<file path="config.mk">
export PLATFORM = sky130hd
export DESIGN_NAME = positional_deque_list_top
export DESIGN_NICKNAME = d
export VERILOG_FILES = /design/src/design/pdl_pkg.sv /design/src/design/pdl_ram.sv /design/src/design/pdl_ctrl.sv /design/src/design/positional_deque_list_top.sv
export VERILOG_INCLUDE_DIRS = /design/src /design/src/design
export SDC_FILE = /design/constraint.sdc
export NUM_CORES = 1
export LEC_CHECK = 0
export BUFFER_PORTS_ARGS = -buffer_cell sky130_fd_sc_hd__buf_2
export CAP_MARGIN = 15
export CORE_MARGIN = 4
export CORE_UTILIZATION = 55
export CTS_BUF_LIST = sky130_fd_sc_hd__clkbuf_4 sky130_fd_sc_hd__clkbuf_8 sky130_fd_sc_hd__clkbuf_16
export CTS_CLUSTER_DIAMETER = 120
export DETAILED_ROUTE_END_ITERATION = 8
export MAX_ROUTING_LAYER = met4
export PLACE_DENSITY = 0.72
export REMOVE_ABC_BUFFERS = 1
export SYNTH_ARGS = -nofsm -noshare
export SYNTH_HDL_FRONTEND = slang
export SYNTH_SLANG_ARGS = --single-unit
</file>
<file path="constraint.sdc">
create_clock -name clk -period 11.5 [get_ports clk]
set_input_delay 1.725 -clock clk [delete_from_list [all_inputs] [get_ports clk]]
set_output_delay 1.725 -clock clk [all_outputs]
set_load 0.05 [all_outputs]
</file>
<file path="src/design/positional_deque_list_top_assert.svh">
// Assertion macros shared by the list controller.
`ifndef POSITIONAL_DEQUE_LIST_TOP_ASSERT_SVH
`define POSITIONAL_DEQUE_LIST_TOP_ASSERT_SVH

// Same-cycle implication, disabled while reset is asserted
`define PDL_ASSERT_NOW(lbl, ck, rn, ante, cons, msg) \
    lbl: assert property (@(posedge ck) disable iff (!rn) (ante) |-> (cons)) \
        else $error(msg);

// Next-cycle implication, disabled while reset is asserted
`define PDL_ASSERT_NEXT(lbl, ck, rn, ante, cons, msg) \
    lbl: assert property (@(posedge ck) disable iff (!rn) (ante) |=> (cons)) \
        else $error(msg);

`endif

</file>
<file path="src/design/pdl_pkg.sv">
package pdl_pkg;

    // List geometry
    localparam int LIST_DEPTH = 16;
    localparam int IDX_W      = (LIST_DEPTH > 1) ? $clog2(LIST_DEPTH) : 1;
    localparam int CNT_W      = $clog2(LIST_DEPTH + 1);

    // Transaction field widths
    localparam int DATA_W = 32;
    localparam int ACT_W  = 3;
    localparam int POS_W  = 8;
    localparam int STAT_W = 2;

    // Width for comparing a requested position against the count
    localparam int CMP_W = ((CNT_W > POS_W) ? CNT_W : POS_W) + 1;

    // Action codes
    localparam logic [ACT_W-1:0] ACT_INS_FRONT = 3'd0;
    localparam logic [ACT_W-1:0] ACT_INS_BACK  = 3'd1;
    localparam logic [ACT_W-1:0] ACT_INS_POS   = 3'd2;
    localparam logic [ACT_W-1:0] ACT_DEL_FRONT = 3'd3;
    localparam logic [ACT_W-1:0] ACT_DEL_BACK  = 3'd4;
    localparam logic [ACT_W-1:0] ACT_DEL_POS   = 3'd5;
    localparam logic [ACT_W-1:0] ACT_DUMP      = 3'd6;

    // Status codes
    localparam logic [STAT_W-1:0] ST_OK      = 2'd0;
    localparam logic [STAT_W-1:0] ST_INVALID = 2'd1;
    localparam logic [STAT_W-1:0] ST_FULL    = 2'd2;
    localparam logic [STAT_W-1:0] ST_EMPTY   = 2'd3;

    // Controller states
    typedef enum logic [2:0] {
        S_IDLE,
        S_SHIFT,
        S_SHIFT_DRAIN,
        S_FINISH,
        S_DUMP,
        S_DUMP_DRAIN
    } state_t;

    // Entry memory request: one write port, one read port
    typedef struct packed {
        logic              we;
        logic [IDX_W-1:0]  waddr;
        logic [DATA_W-1:0] wdata;
        logic              re;
        logic [IDX_W-1:0]  raddr;
    } ram_req_t;

endpackage

</file>
<file path="src/design/pdl_ram.sv">
module pdl_ram
    import pdl_pkg::*;
(
    input  logic              clk,
    input  ram_req_t          req,
    output logic [DATA_W-1:0] rdata
);

    logic [DATA_W-1:0] mem [LIST_DEPTH];

    // Write port
    always_ff @(posedge clk)
    begin
        if (req.we)
        begin
            mem[req.waddr] <= req.wdata;
        end
    end

    // Registered read port
    always_ff @(posedge clk)
    begin
        if (req.re)
        begin
            rdata <= mem[req.raddr];
        end
    end

endmodule

</file>
<file path="src/design/pdl_ctrl.sv">
module pdl_ctrl
    import pdl_pkg::*;
(
    input  logic                     clk,
    input  logic                     rst_n,
    input  logic                     start,
    input  logic [ACT_W-1:0]         action,
    input  logic signed [DATA_W-1:0] item_value,
    input  logic [POS_W-1:0]         position,
    output logic                     busy,
    output ram_req_t                 ram_req,
    input  logic [DATA_W-1:0]        ram_rdata,
    output logic                     result_strobe,
    output logic [STAT_W-1:0]        status,
    output logic signed [DATA_W-1:0] entry_value,
    output logic [CNT_W-1:0]         list_length,
    output logic                     last_result
);

    `include "positional_deque_list_top_assert.svh"

    localparam int SUM_W = CNT_W + 1;

    // Ring slot of a list offset: front plus offset, wrapped once
    function automatic logic [IDX_W-1:0] slot_of(input logic [IDX_W-1:0] front,
                                                 input logic [CNT_W-1:0] off);
        logic [SUM_W-1:0] sum;
        sum = SUM_W'(front) + SUM_W'(off);
        if (sum >= SUM_W'(LIST_DEPTH))
        begin
            sum = sum - SUM_W'(LIST_DEPTH);
        end
        return sum[IDX_W-1:0];
    endfunction

    state_t                state_reg, state_next;
    logic [IDX_W-1:0]      front_reg, front_next;
    logic [CNT_W-1:0]      count_reg, count_next;
    logic [CNT_W-1:0]      cur_reg, cur_next;
    logic [CNT_W-1:0]      stop_reg, stop_next;
    logic                  ins_reg, ins_next;
    logic [DATA_W-1:0]     val_reg, val_next;
    logic [IDX_W-1:0]      ins_slot_reg, ins_slot_next;
    logic                  rd_pend_reg, rd_pend_next;
    logic [IDX_W-1:0]      dst_reg, dst_next;
    logic                  dump_pend_reg, dump_pend_next;
    logic                  dump_last_reg, dump_last_next;
    logic                  strobe_reg, strobe_next;
    logic [STAT_W-1:0]     status_reg, status_next;
    logic [DATA_W-1:0]     value_reg, value_next;
    logic [CNT_W-1:0]      length_reg, length_next;
    logic                  last_reg, last_next;

    // Decode signals
    logic                  accept;
    logic                  is_ins;
    logic                  is_del;
    logic                  full;
    logic                  empty;
    logic [CMP_W-1:0]      cnt_ext;
    logic [CMP_W-1:0]      req_pos;
    logic                  ins_bad;
    logic                  del_bad;
    logic [CNT_W-1:0]      pos_c;
    logic                  go_shift;
    logic [IDX_W-1:0]      front_dec;
    logic [IDX_W-1:0]      front_inc;

    assign busy   = (state_reg != S_IDLE);
    assign accept = start && !busy;

    // Request decode and range checks
    always_comb
    begin
        is_ins  = (action == ACT_INS_FRONT) || (action == ACT_INS_BACK) ||
                  (action == ACT_INS_POS);
        is_del  = (action == ACT_DEL_FRONT) || (action == ACT_DEL_BACK) ||
                  (action == ACT_DEL_POS);
        full    = (count_reg == CNT_W'(LIST_DEPTH));
        empty   = (count_reg == '0);
        cnt_ext = CMP_W'(count_reg);
        case (action)
            ACT_INS_FRONT: req_pos = CMP_W'(1);
            ACT_INS_BACK:  req_pos = cnt_ext + CMP_W'(1);
            ACT_DEL_FRONT: req_pos = CMP_W'(1);
            ACT_DEL_BACK:  req_pos = cnt_ext;
            default:       req_pos = CMP_W'(position);
        endcase
        ins_bad  = (req_pos == '0) || (req_pos > cnt_ext + CMP_W'(1));
        del_bad  = (req_pos == '0) || (req_pos > cnt_ext);
        pos_c    = req_pos[CNT_W-1:0];
        // middle positions need entries moved
        go_shift = (is_ins && !full && !ins_bad && (req_pos != CMP_W'(1)) &&
                    (req_pos != cnt_ext + CMP_W'(1))) ||
                   (is_del && !empty && !del_bad && (req_pos != CMP_W'(1)) &&
                    (req_pos != cnt_ext));
        front_dec = (front_reg == '0) ? IDX_W'(LIST_DEPTH - 1) : front_reg - IDX_W'(1);
        front_inc = (front_reg == IDX_W'(LIST_DEPTH - 1)) ? '0 : front_reg + IDX_W'(1);
    end

    // Next state
    always_comb
    begin
        state_next = state_reg;
        case (state_reg)
            S_IDLE:
            begin
                if (accept)
                begin
                    if (go_shift)
                    begin
                        state_next = S_SHIFT;
                    end
                    else if ((action == ACT_DUMP) && !empty)
                    begin
                        state_next = S_DUMP;
                    end
                end
            end
            S_SHIFT:
            begin
                if (cur_reg == stop_reg)
                begin
                    state_next = S_SHIFT_DRAIN;
                end
            end
            S_SHIFT_DRAIN: state_next = S_FINISH;
            S_FINISH:      state_next = S_IDLE;
            S_DUMP:
            begin
                if (cur_reg == count_reg - CNT_W'(1))
                begin
                    state_next = S_DUMP_DRAIN;
                end
            end
            S_DUMP_DRAIN:  state_next = S_IDLE;
            default:       state_next = S_IDLE;
        endcase
    end

    // Memory accesses, list state and results
    always_comb
    begin
        front_next     = front_reg;
        count_next     = count_reg;
        cur_next       = cur_reg;
        stop_next      = stop_reg;
        ins_next       = ins_reg;
        val_next       = val_reg;
        ins_slot_next  = ins_slot_reg;
        dst_next       = dst_reg;
        dump_last_next = dump_last_reg;
        rd_pend_next   = 1'b0;
        dump_pend_next = 1'b0;
        strobe_next    = 1'b0;
        status_next    = status_reg;
        value_next     = value_reg;
        length_next    = length_reg;
        last_next      = last_reg;
        ram_req        = '0;

        // write back an entry read in the previous cycle of a shift
        if (rd_pend_reg)
        begin
            ram_req.we    = 1'b1;
            ram_req.waddr = dst_reg;
            ram_req.wdata = ram_rdata;
        end

        // dump entry read in the previous cycle goes out now
        if (dump_pend_reg)
        begin
            strobe_next = 1'b1;
            status_next = ST_OK;
            value_next  = ram_rdata;
            length_next = count_reg;
            last_next   = dump_last_reg;
        end

        case (state_reg)
            S_IDLE:
            begin
                if (accept)
                begin
                    val_next    = item_value;
                    strobe_next = 1'b1;
                    status_next = ST_OK;
                    value_next  = '0;
                    length_next = count_reg;
                    last_next   = 1'b1;
                    if (action == ACT_DUMP)
                    begin
                        // empty list answers at once; otherwise walk from the front
                        strobe_next = empty;
                        cur_next    = '0;
                    end
                    else if (is_ins)
                    begin
                        if (full)
                        begin
                            status_next = ST_FULL;
                        end
                        else if (ins_bad)
                        begin
                            status_next = ST_INVALID;
                        end
                        else if (go_shift)
                        begin
                            strobe_next   = 1'b0;
                            cur_next      = count_reg - CNT_W'(1);
                            stop_next     = pos_c - CNT_W'(1);
                            ins_next      = 1'b1;
                            ins_slot_next = slot_of(front_reg, pos_c - CNT_W'(1));
                        end
                        else
                        begin
                            ram_req.we    = 1'b1;
                            ram_req.wdata = item_value;
                            if (pos_c == CNT_W'(1))
                            begin
                                front_next    = front_dec;
                                ram_req.waddr = front_dec;
                            end
                            else
                            begin
                                ram_req.waddr = slot_of(front_reg, count_reg);
                            end
                            count_next  = count_reg + CNT_W'(1);
                            length_next = count_reg + CNT_W'(1);
                        end
                    end
                    else if (is_del)
                    begin
                        if (empty)
                        begin
                            status_next = ST_EMPTY;
                        end
                        else if (del_bad)
                        begin
                            status_next = ST_INVALID;
                        end
                        else if (go_shift)
                        begin
                            strobe_next = 1'b0;
                            cur_next    = pos_c;
                            stop_next   = count_reg - CNT_W'(1);
                            ins_next    = 1'b0;
                        end
                        else
                        begin
                            if (count_reg == CNT_W'(1))
                            begin
                                front_next = '0;
                            end
                            else if (pos_c == CNT_W'(1))
                            begin
                                front_next = front_inc;
                            end
                            count_next  = count_reg - CNT_W'(1);
                            length_next = count_reg - CNT_W'(1);
                        end
                    end
                    else
                    begin
                        status_next = ST_INVALID;
                    end
                end
            end
            S_SHIFT:
            begin
                // read one entry; it lands one place over in the next cycle
                ram_req.re    = 1'b1;
                ram_req.raddr = slot_of(front_reg, cur_reg);
                rd_pend_next  = 1'b1;
                dst_next      = slot_of(front_reg, ins_reg ? cur_reg + CNT_W'(1)
                                                           : cur_reg - CNT_W'(1));
                if (cur_reg != stop_reg)
                begin
                    cur_next = ins_reg ? cur_reg - CNT_W'(1) : cur_reg + CNT_W'(1);
                end
            end
            S_FINISH:
            begin
                strobe_next = 1'b1;
                status_next = ST_OK;
                value_next  = '0;
                last_next   = 1'b1;
                if (ins_reg)
                begin
                    ram_req.we    = 1'b1;
                    ram_req.waddr = ins_slot_reg;
                    ram_req.wdata = val_reg;
                    count_next    = count_reg + CNT_W'(1);
                    length_next   = count_reg + CNT_W'(1);
                end
                else
                begin
                    count_next  = count_reg - CNT_W'(1);
                    length_next = count_reg - CNT_W'(1);
                end
            end
            S_DUMP:
            begin
                ram_req.re     = 1'b1;
                ram_req.raddr  = slot_of(front_reg, cur_reg);
                dump_pend_next = 1'b1;
                dump_last_next = (cur_reg == count_reg - CNT_W'(1));
                cur_next       = cur_reg + CNT_W'(1);
            end
            default:
            begin
            end
        endcase
    end

    // Control registers
    always_ff @(posedge clk or negedge rst_n)
    begin
        if (!rst_n)
        begin
            state_reg     <= S_IDLE;
            front_reg     <= '0;
            count_reg     <= '0;
            rd_pend_reg   <= 1'b0;
            dump_pend_reg <= 1'b0;
            strobe_reg    <= 1'b0;
        end
        else
        begin
            state_reg     <= state_next;
            front_reg     <= front_next;
            count_reg     <= count_next;
            rd_pend_reg   <= rd_pend_next;
            dump_pend_reg <= dump_pend_next;
            strobe_reg    <= strobe_next;
        end
    end

    // Payload registers
    always_ff @(posedge clk)
    begin
        cur_reg       <= cur_next;
        stop_reg      <= stop_next;
        ins_reg       <= ins_next;
        val_reg       <= val_next;
        ins_slot_reg  <= ins_slot_next;
        dst_reg       <= dst_next;
        dump_last_reg <= dump_last_next;
        status_reg    <= status_next;
        value_reg     <= value_next;
        length_reg    <= length_next;
        last_reg      <= last_next;
    end

    assign result_strobe = strobe_reg;
    assign status        = status_reg;
    assign entry_value   = value_reg;
    assign list_length   = length_reg;
    assign last_result   = last_reg;

    // Checks
    `PDL_ASSERT_NOW(a_count_bound, clk, rst_n, 1'b1, count_reg <= CNT_W'(LIST_DEPTH), "count over depth")
    `PDL_ASSERT_NOW(a_empty_front, clk, rst_n, count_reg == '0, front_reg == '0, "empty list with front off zero")
    `PDL_ASSERT_NOW(a_ram_collide, clk, rst_n, ram_req.we && ram_req.re, ram_req.waddr != ram_req.raddr, "read and write hit one slot")
    `PDL_ASSERT_NOW(a_empty_len, clk, rst_n, strobe_reg && status_reg == ST_EMPTY, length_reg == '0, "empty status with entries")
    `PDL_ASSERT_NEXT(a_dump_run, clk, rst_n, strobe_reg && !last_reg, strobe_reg, "gap inside a dump")

endmodule

</file>
<file path="src/design/positional_deque_list_top.sv">
// Front/back insert or delete, errors and empty dump: result registered in the cycle after start.
// Positional insert/delete in the middle: entries move in S_SHIFT, then S_SHIFT_DRAIN and S_FINISH, one entry
//   moved per cycle through the entry RAM (moves = entries behind the position); result registered from S_FINISH.
// Dump: entries are read in S_DUMP and output from the registered RAM data, then one per cycle; busy to S_DUMP_DRAIN.
// Throughput: one transaction per cycle for front/back actions; middle moves and dumps hold busy until done.
// Reset: list empty, front cleared; RAM contents undefined, no clearing pass.
module positional_deque_list_top
    import pdl_pkg::*;
(
    input  logic                     clk,
    input  logic                     rst_n,
    input  logic                     start,
    output logic                     busy,
    input  logic [ACT_W-1:0]         action,
    input  logic signed [DATA_W-1:0] item_value,
    input  logic [POS_W-1:0]         position,
    output logic                     result_strobe,
    output logic [STAT_W-1:0]        status,
    output logic signed [DATA_W-1:0] entry_value,
    output logic [CNT_W-1:0]         list_length,
    output logic                     last_result
);

    ram_req_t          ram_req;
    logic [DATA_W-1:0] ram_rdata;

    // List controller
    pdl_ctrl u_ctrl (
        .clk           (clk),
        .rst_n         (rst_n),
        .start         (start),
        .action        (action),
        .item_value    (item_value),
        .position      (position),
        .busy          (busy),
        .ram_req       (ram_req),
        .ram_rdata     (ram_rdata),
        .result_strobe (result_strobe),
        .status        (status),
        .entry_value   (entry_value),
        .list_length   (list_length),
        .last_result   (last_result)
    );

    // Entry storage
    pdl_ram u_ram (
        .clk   (clk),
        .req   (ram_req),
        .rdata (ram_rdata)
    );

endmodule

</file>
==> flow_metrics.tcl, run 1 <==
set metrics [dict create \
    worstSkewPairLatency_ps 600 \
    cts_inserted_buffers 66 \
    reg2reg_slack_ps 5310 \
    postSynthRegisterBits 651 \
    clk_transition_reported_paths_ps 60 \
    worst_path_arrival_ps 6510 \
    ctsRootBufferMaster "sky130_fd_sc_hd__clkbuf_16" \
    grt_pass1_vias 18300 \
    antenna-diode-count 0 \
    min-delay-start "u_ctrl.dump_last_reg$_DFFE_PP_" \
    maximum_number_of_pins_on_one_net_before_global_route_repair 177 \
    htree_levels 3 \
    post-route-period-util_pct 53.8 \
    wirelength_met1_um 30100 \
    detailroute.wirelength.met2_um 35100 \
    ioPinCount 88 \
    post_synth_design_cell_area_mm2 0.0283 \
    place_congestion 0.990 \
    area_delta_synth_final_pct 12.7 \
    yosys.cell_types.count 78 \
    synth-warning-count 0 \
    setup-tns-final_ps 0 \
    ys_seq_area_share_pct 67.5 \
    postSynthAreaPerCell_um2 13.5 \
    clock_path_buffers 3 \
    clock-sinks 651 \
    top_register "u_ram.mem" \
    post_cts_resized 0 \
    final_max_slew_viol_count 0 \
    minimum_clock_period_ps 6190 \
    share_of_cells_above_drive_strength_1_pct 15.5 \
    post-synth-top-area-fraction_pct 63.3 \
    place.detailed.hpwl_um 41200 \
    global_route_wire_length_before_repair_um 113000 \
    floorplan.rows 82 \
    synth_cells 2095 \
    port_buf_inserts 87 \
    vias 19000 \
    postSynth.topFlopCell "sky130_fd_sc_hd__edfxtp_1" \
    design.core.area_mm2 0.0505 \
    hold_path_depth 2 \
    rsz0062_at_grt "no" \
    placedCellCount 2759 \
    dieWidth_um 235 \
    final_cell_count_no_fill 2878 \
    antenna_left 0 \
    final_wirelength_um 75200 \
    criticalPathCategory "flip-flop to flip-flop" \
    startpoint_types "flip-flop" \
    hold_viol_final 0 \
    grt_usage_pct 27.4 \
    maxCapViolCount 0 \
    post-cts-setup-buffers 0 \
    count_of_flip_flops_with_a_built_in_enable_after_synthesis 596 \
    skew_ps 23.2 \
    largest_register_ffs 512 \
    max_clock_freq_ghz 0.162 \
    setup-violations-final 0 \
    die_area_mm2 0.0551 \
    post-synth-top-area-cell "sky130_fd_sc_hd__edfxtp_1" \
    most-common-layout-cells "596 x sky130_fd_sc_hd__edfxtp_1, 189 x sky130_fd_sc_hd__nand2_1, 177 x sky130_fd_sc_hd__o21ai_0, 90 x sky130_fd_sc_hd__buf_2, 86 x sky130_fd_sc_hd__nor2_1" \
    least_margin_pin_slew_ps 1170 \
    routed.top_layer "met4" \
    drt-pass1-iter-count 6 \
    met3_wirelength_um 7180 \
    end_kind "flip-flop" \
    route.detailed.drc 0 \
    rr_worst_depth 14 \
    timing.slew.headroom_pct 21.9 \
    crit-reg2reg-launch "u_ctrl.count_reg[0]$_DFFE_PN0P_" \
    initial_utilization_pct 56.0 \
    hp-class "flip-flop to flip-flop" \
    drt-initial-drc-count 2730 \
    hold_buffers 0 \
    ys_top_cells_by_area "sky130_fd_sc_hd__edfxtp_1 63%, sky130_fd_sc_hd__o21ai_0 3.2%, sky130_fd_sc_hd__dfxtp_1 2.8%" \
    async_flop_share_pct 2.30 \
    routed_wire_length_per_instance_um 26.1 \
    setup.worst_path.start "u_ctrl.count_reg[0]$_DFFE_PN0P_" \
    vias_per_cell 6.59 \
    crit_required_ps 11820 \
    clock_tree_from_tritoncts "built" \
    grt_overflow 0 \
    worst_path_max_fanout 19 \
    antenna_found_initial 0 \
    layout.nets 2239 \
    status "complete, no violations" \
    die-height_um 235 \
    layout.cells.most_common "sky130_fd_sc_hd__edfxtp_1" \
]
path summary, 6_finish.rpt:
path	to
worst max-delay path	u_ram.mem[11][19]$_DFFE_PP_
worst min-delay path	u_ctrl.last_result$_DFF_P_
worst max register to register	u_ram.mem[11][19]$_DFFE_PP_
worst min register to register	u_ctrl.last_result$_DFF_P_
max in group asynchronous	u_ctrl.dump_pend_reg$_DFF_PN0_
min in group asynchronous	u_ctrl.count_reg[2]$_DFFE_PN0P_
kinds of logic after synthesis:
logic type      share of synthesized area [%]
fa+ha+maj                                1.79
xor+xnor                                 1.21
simple gates                             8.88
flops                                    67.5
mux                                      4.37
compound gates                           13.7
buf+inv                                  2.61
worst max-delay path: stages (launching register included):
cell	delay, ps
sky130_fd_sc_hd__dfrtp_1	720
sky130_fd_sc_hd__inv_1	300
sky130_fd_sc_hd__ha_1	680
sky130_fd_sc_hd__a22oi_1	120
sky130_fd_sc_hd__a21oi_1	510
sky130_fd_sc_hd__ha_1	360
sky130_fd_sc_hd__nor2b_1	130
sky130_fd_sc_hd__o21ai_0	130
sky130_fd_sc_hd__nand2_1	90
sky130_fd_sc_hd__nor3_1	420
sky130_fd_sc_hd__a2bb2oi_2	570
sky130_fd_sc_hd__nor3_4	90
sky130_fd_sc_hd__buf_4	280
sky130_fd_sc_hd__nor3b_2	940
sky130_fd_sc_hd__a21o_1	550
layout make-up:
| cell class | instances | area (µm²) |
|---|---|---|
| inverters | 32 | 121 |
| multi-input cells | 1256 | 8600 |
| well taps | 672 | 841 |
| clock inverters | 31 | 423 |
| flip-flops and latches | 651 | 19100 |
| clock buffers | 88 | 1910 |
| repair buffers | 148 | 898 |
| fillers | 3682 | 18600 |
stage by stage:
step	hold slack, ps	utilization [%]	cell area (µm²)	setup WS, ps
2_1_floorplan	439	-	27600	2940
3_3_place_gp	455	58.4	29500	5030
3_5_place_dp	469	58.5	29500	4880
4_1_cts	484	63.1	31900	5470
5_1_grt	512	63.1	31900	5050
6_report	478	63.1	31900	5310
synthesized netlist by cell type, types with 8 or more instances:
| master | number |
|---|---|
| sky130_fd_sc_hd__a211oi_1 | 67 |
| sky130_fd_sc_hd__buf_1 | 9 |
| sky130_fd_sc_hd__o221ai_1 | 69 |
| sky130_fd_sc_hd__a21o_1 | 22 |
| sky130_fd_sc_hd__a22o_1 | 14 |
| sky130_fd_sc_hd__xnor2_1 | 27 |
| sky130_fd_sc_hd__nor4_1 | 18 |
| sky130_fd_sc_hd__mux2i_1 | 47 |
| sky130_fd_sc_hd__edfxtp_1 | 596 |
| sky130_fd_sc_hd__ha_1 | 34 |
| sky130_fd_sc_hd__and3_1 | 9 |
| sky130_fd_sc_hd__a22oi_1 | 24 |
| sky130_fd_sc_hd__dfxtp_1 | 40 |
| sky130_fd_sc_hd__xor2_1 | 12 |
| sky130_fd_sc_hd__o211ai_1 | 8 |
| sky130_fd_sc_hd__a21oi_1 | 65 |
| sky130_fd_sc_hd__nor2_1 | 89 |
| sky130_fd_sc_hd__inv_1 | 30 |
| sky130_fd_sc_hd__clkbuf_1 | 132 |
| sky130_fd_sc_hd__nand3_1 | 19 |
| sky130_fd_sc_hd__o21ai_0 | 181 |
| sky130_fd_sc_hd__a31oi_1 | 76 |
| sky130_fd_sc_hd__or3_1 | 69 |
| sky130_fd_sc_hd__mux4_2 | 32 |
| sky130_fd_sc_hd__and2_0 | 8 |
| sky130_fd_sc_hd__dfrtp_1 | 15 |
| sky130_fd_sc_hd__nor3_1 | 15 |
| sky130_fd_sc_hd__and2_1 | 66 |
| sky130_fd_sc_hd__buf_2 | 11 |
| sky130_fd_sc_hd__nand2_1 | 192 |
metal layers:
layer | vias to the layer above | GRT usage (%)
li1 | 8274 | -
met1 | 9414 | 37.2
met2 | 1062 | 41.4
met3 | 209 | 5.09
met4 | 0 | 11.1
met5 | - | -
Power of run 1 is not shown: default switching activity piles up to over one toggle a cycle in this logic, so the estimate is an artifact.
==> run 2: changes to the inputs <==
clock period = 5.9 ns   (was 11.5 ns; I/O delays follow)
==> run 2 against run 1 <==
Global-route usage grew 0.82 points; final cell count grew 1.4%; maximum frequency grew 17%; register-to-register slack worse by 4700 ps; setup slack worse by 4700 ps; sequential share of layout area decreased by 0.82 points; die area did not move; core utilization rose by 0.88 points; critical path type unchanged.
==> flow_metrics.tcl, run 2 (same netlist as run 1, synthesis figures left out) <==
set metrics [dict create \
    antenna-diode-count 0 \
    seqCellArea_mm2 0.0191 \
    reg2reg_slack_ps 590 \
    antenna_left 0 \
    clock-sinks 651 \
    htree_levels 3 \
    crit-reg2reg-launch "u_ctrl.count_reg[3]$_DFFE_PN0P_" \
    place.detailed.hpwl_um 46600 \
    largest_register_ffs 512 \
    grt_util_met2_pct 44.6 \
    rr_worst_depth 15 \
    ctsRootBufferMaster "sky130_fd_sc_hd__clkbuf_16" \
    hp-class "input port to async pin" \
    setup-violations-final 0 \
    dieWidth_um 235 \
    grt_usage_pct 28.2 \
    post-cts-setup-buffers 0 \
    place_congestion 0.929 \
    area_delta_synth_final_pct 14.3 \
    die-height_um 235 \
    most-common-layout-cells "596 x sky130_fd_sc_hd__edfxtp_1, 189 x sky130_fd_sc_hd__nand2_1, 181 x sky130_fd_sc_hd__o21ai_0, 87 x sky130_fd_sc_hd__nor2_1, 87 x sky130_fd_sc_hd__buf_2" \
    maxCapViolCount 0 \
    maximum_number_of_pins_on_one_net_before_global_route_repair 83 \
    final_max_slew_viol_count 0 \
    utilization_pct 64.0 \
    crit_required_ps 6140 \
    port_buf_inserts 87 \
    vias_per_cell 6.47 \
    route.detailed.drc 0 \
    timing.slew.headroom_pct 26.0 \
    worst_path_max_fanout 21 \
    antenna_found_initial 0 \
    grt_overflow 0 \
    clock_path_buffers 3 \
    minimum_clock_period_ps 5310 \
    drt-initial-drc-count 2190 \
    design.core.area_mm2 0.0505 \
    grt_util_met1_pct 37.9 \
    die_area_mm2 0.0551 \
    global_route_wire_length_before_repair_um 116000 \
    criticalPathCategory "flip-flop to flip-flop" \
    cts_inserted_buffers 67 \
    layout.nets 2276 \
    startpoint_types "flip-flop" \
    clock_tree_from_tritoncts "built" \
    max_clock_freq_ghz 0.188 \
    skew_ps 33.2 \
    share_of_cells_above_drive_strength_1_pct 16.9 \
    use_met3_pct 4.26 \
    rr_endpoint "u_ram.mem[4][9]$_DFFE_PP_" \
    worst_setup_slack_after_layout_ps 592 \
    grt_pass1_vias 18500 \
    end_kind "flip-flop" \
    post_cts_resized 0 \
    post-route-period-util_pct 90.0 \
    worst_path_arrival_ps 5540 \
    placement.setup.worst_slack_ps 416 \
    placedCellCount 2795 \
    initial_utilization_pct 56.0 \
    routed_wire_length_per_instance_um 26.3 \
    final_cell_count_no_fill 2917 \
    hold_viol_final 0 \
    drt-pass1-iter-count 6 \
    status "complete, no violations" \
    rsz0062_at_grt "no" \
    final_wirelength_um 76800 \
    vias 18900 \
    floorplan.rows 82 \
    hold_buffers 0 \
    worstSkewPairLatency_ps 610 \
    ioPinCount 88 \
    top_register "u_ram.mem" \
    fillers 3694 \
    multiInputGateArea_mm2 0.00859 \
    gr-max-usage-layer "met2" \
    layout.cells.most_common "sky130_fd_sc_hd__edfxtp_1" \
    clk_transition_reported_paths_ps 70 \
    least_margin_pin_slew_ps 1110 \
]
[run 2: changes by cell type in the layout (fill, tap and decap cells not counted), moves of 4 or more]
cell	delta
sky130_fd_sc_hd__buf_4	+26
sky130_fd_sc_hd__o21ai_0	+4
sky130_fd_sc_hd__buf_12	+13
sky130_fd_sc_hd__o21ai_1	-4
sky130_fd_sc_hd__clkinv_2	+4
sky130_fd_sc_hd__inv_6	+6
[run 2: metal layers]
metal  part of all wire, %  routed length (µm)
met4                   3.3                2540
met3                   8.5                6550
met5                     0                   0
met1                    40               30500
met2                    48               37200
[run 2: per-stage QoR]
stage / area, µm² / setup TNS [ps] / hold WS [ps]
after floorplan: 27600 / -955210 / 439
after global placement: 30000 / 0 / 457
after detailed placement: 30000 / 0 / 460
after CTS: 32300 / 0 / 197
after global routing: 32300 / 0 / 229
final: 32300 / 0 / 206
[run 2: area by class of cell]
type / count / share of cell area (%)
tap: 672 / 2.60
clock inverter: 41 / 1.60
timing repair buffer: 184 / 4.14
clock buffer: 81 / 5.63
sequential: 651 / 59.0
inverter: 32 / 0.376
multi-input combinational: 1256 / 26.6
[run 2: worst max path at each step]
stage,startpoint,end,slack [ps]
final,u_ctrl.count_reg[3]$_DFFE_PN0P_,u_ram.mem[4][9]$_DFFE_PP_,590
after global routing,u_ctrl.count_reg[3]$_DFFE_PN0P_,u_ram.mem[8][28]$_DFFE_PP_,240
after CTS,u_ctrl.count_reg[3]$_DFFE_PN0P_,u_ram.mem[8][28]$_DFFE_PP_,630
after detailed placement,action[2],u_ram.mem[4][9]$_DFFE_PP_,420
after global placement,action[2],u_ram.mem[0][3]$_DFFE_PP_,540
after floorplan,u_ctrl.count_reg[0]$_DFFE_PN0P_,u_ram.mem[0][0]$_DFFE_PP_,-1850
[run 2: critical path: stages (launching register included)]
cell and delay, ps:
sky130_fd_sc_hd__dfrtp_1 660, sky130_fd_sc_hd__clkinv_1 190, sky130_fd_sc_hd__xnor2_1 280, sky130_fd_sc_hd__a311oi_2 530, sky130_fd_sc_hd__inv_1 200, sky130_fd_sc_hd__ha_1 330
sky130_fd_sc_hd__a21o_1 160, sky130_fd_sc_hd__a21oi_1 150, sky130_fd_sc_hd__nand2_1 100, sky130_fd_sc_hd__nor3_1 410, sky130_fd_sc_hd__o2bb2ai_2 260, sky130_fd_sc_hd__buf_4 230
sky130_fd_sc_hd__nand4_1 100, sky130_fd_sc_hd__nand3_1 390, sky130_fd_sc_hd__nor4_2 450, sky130_fd_sc_hd__buf_4 430
Power of run 2 is left out for the same reason.
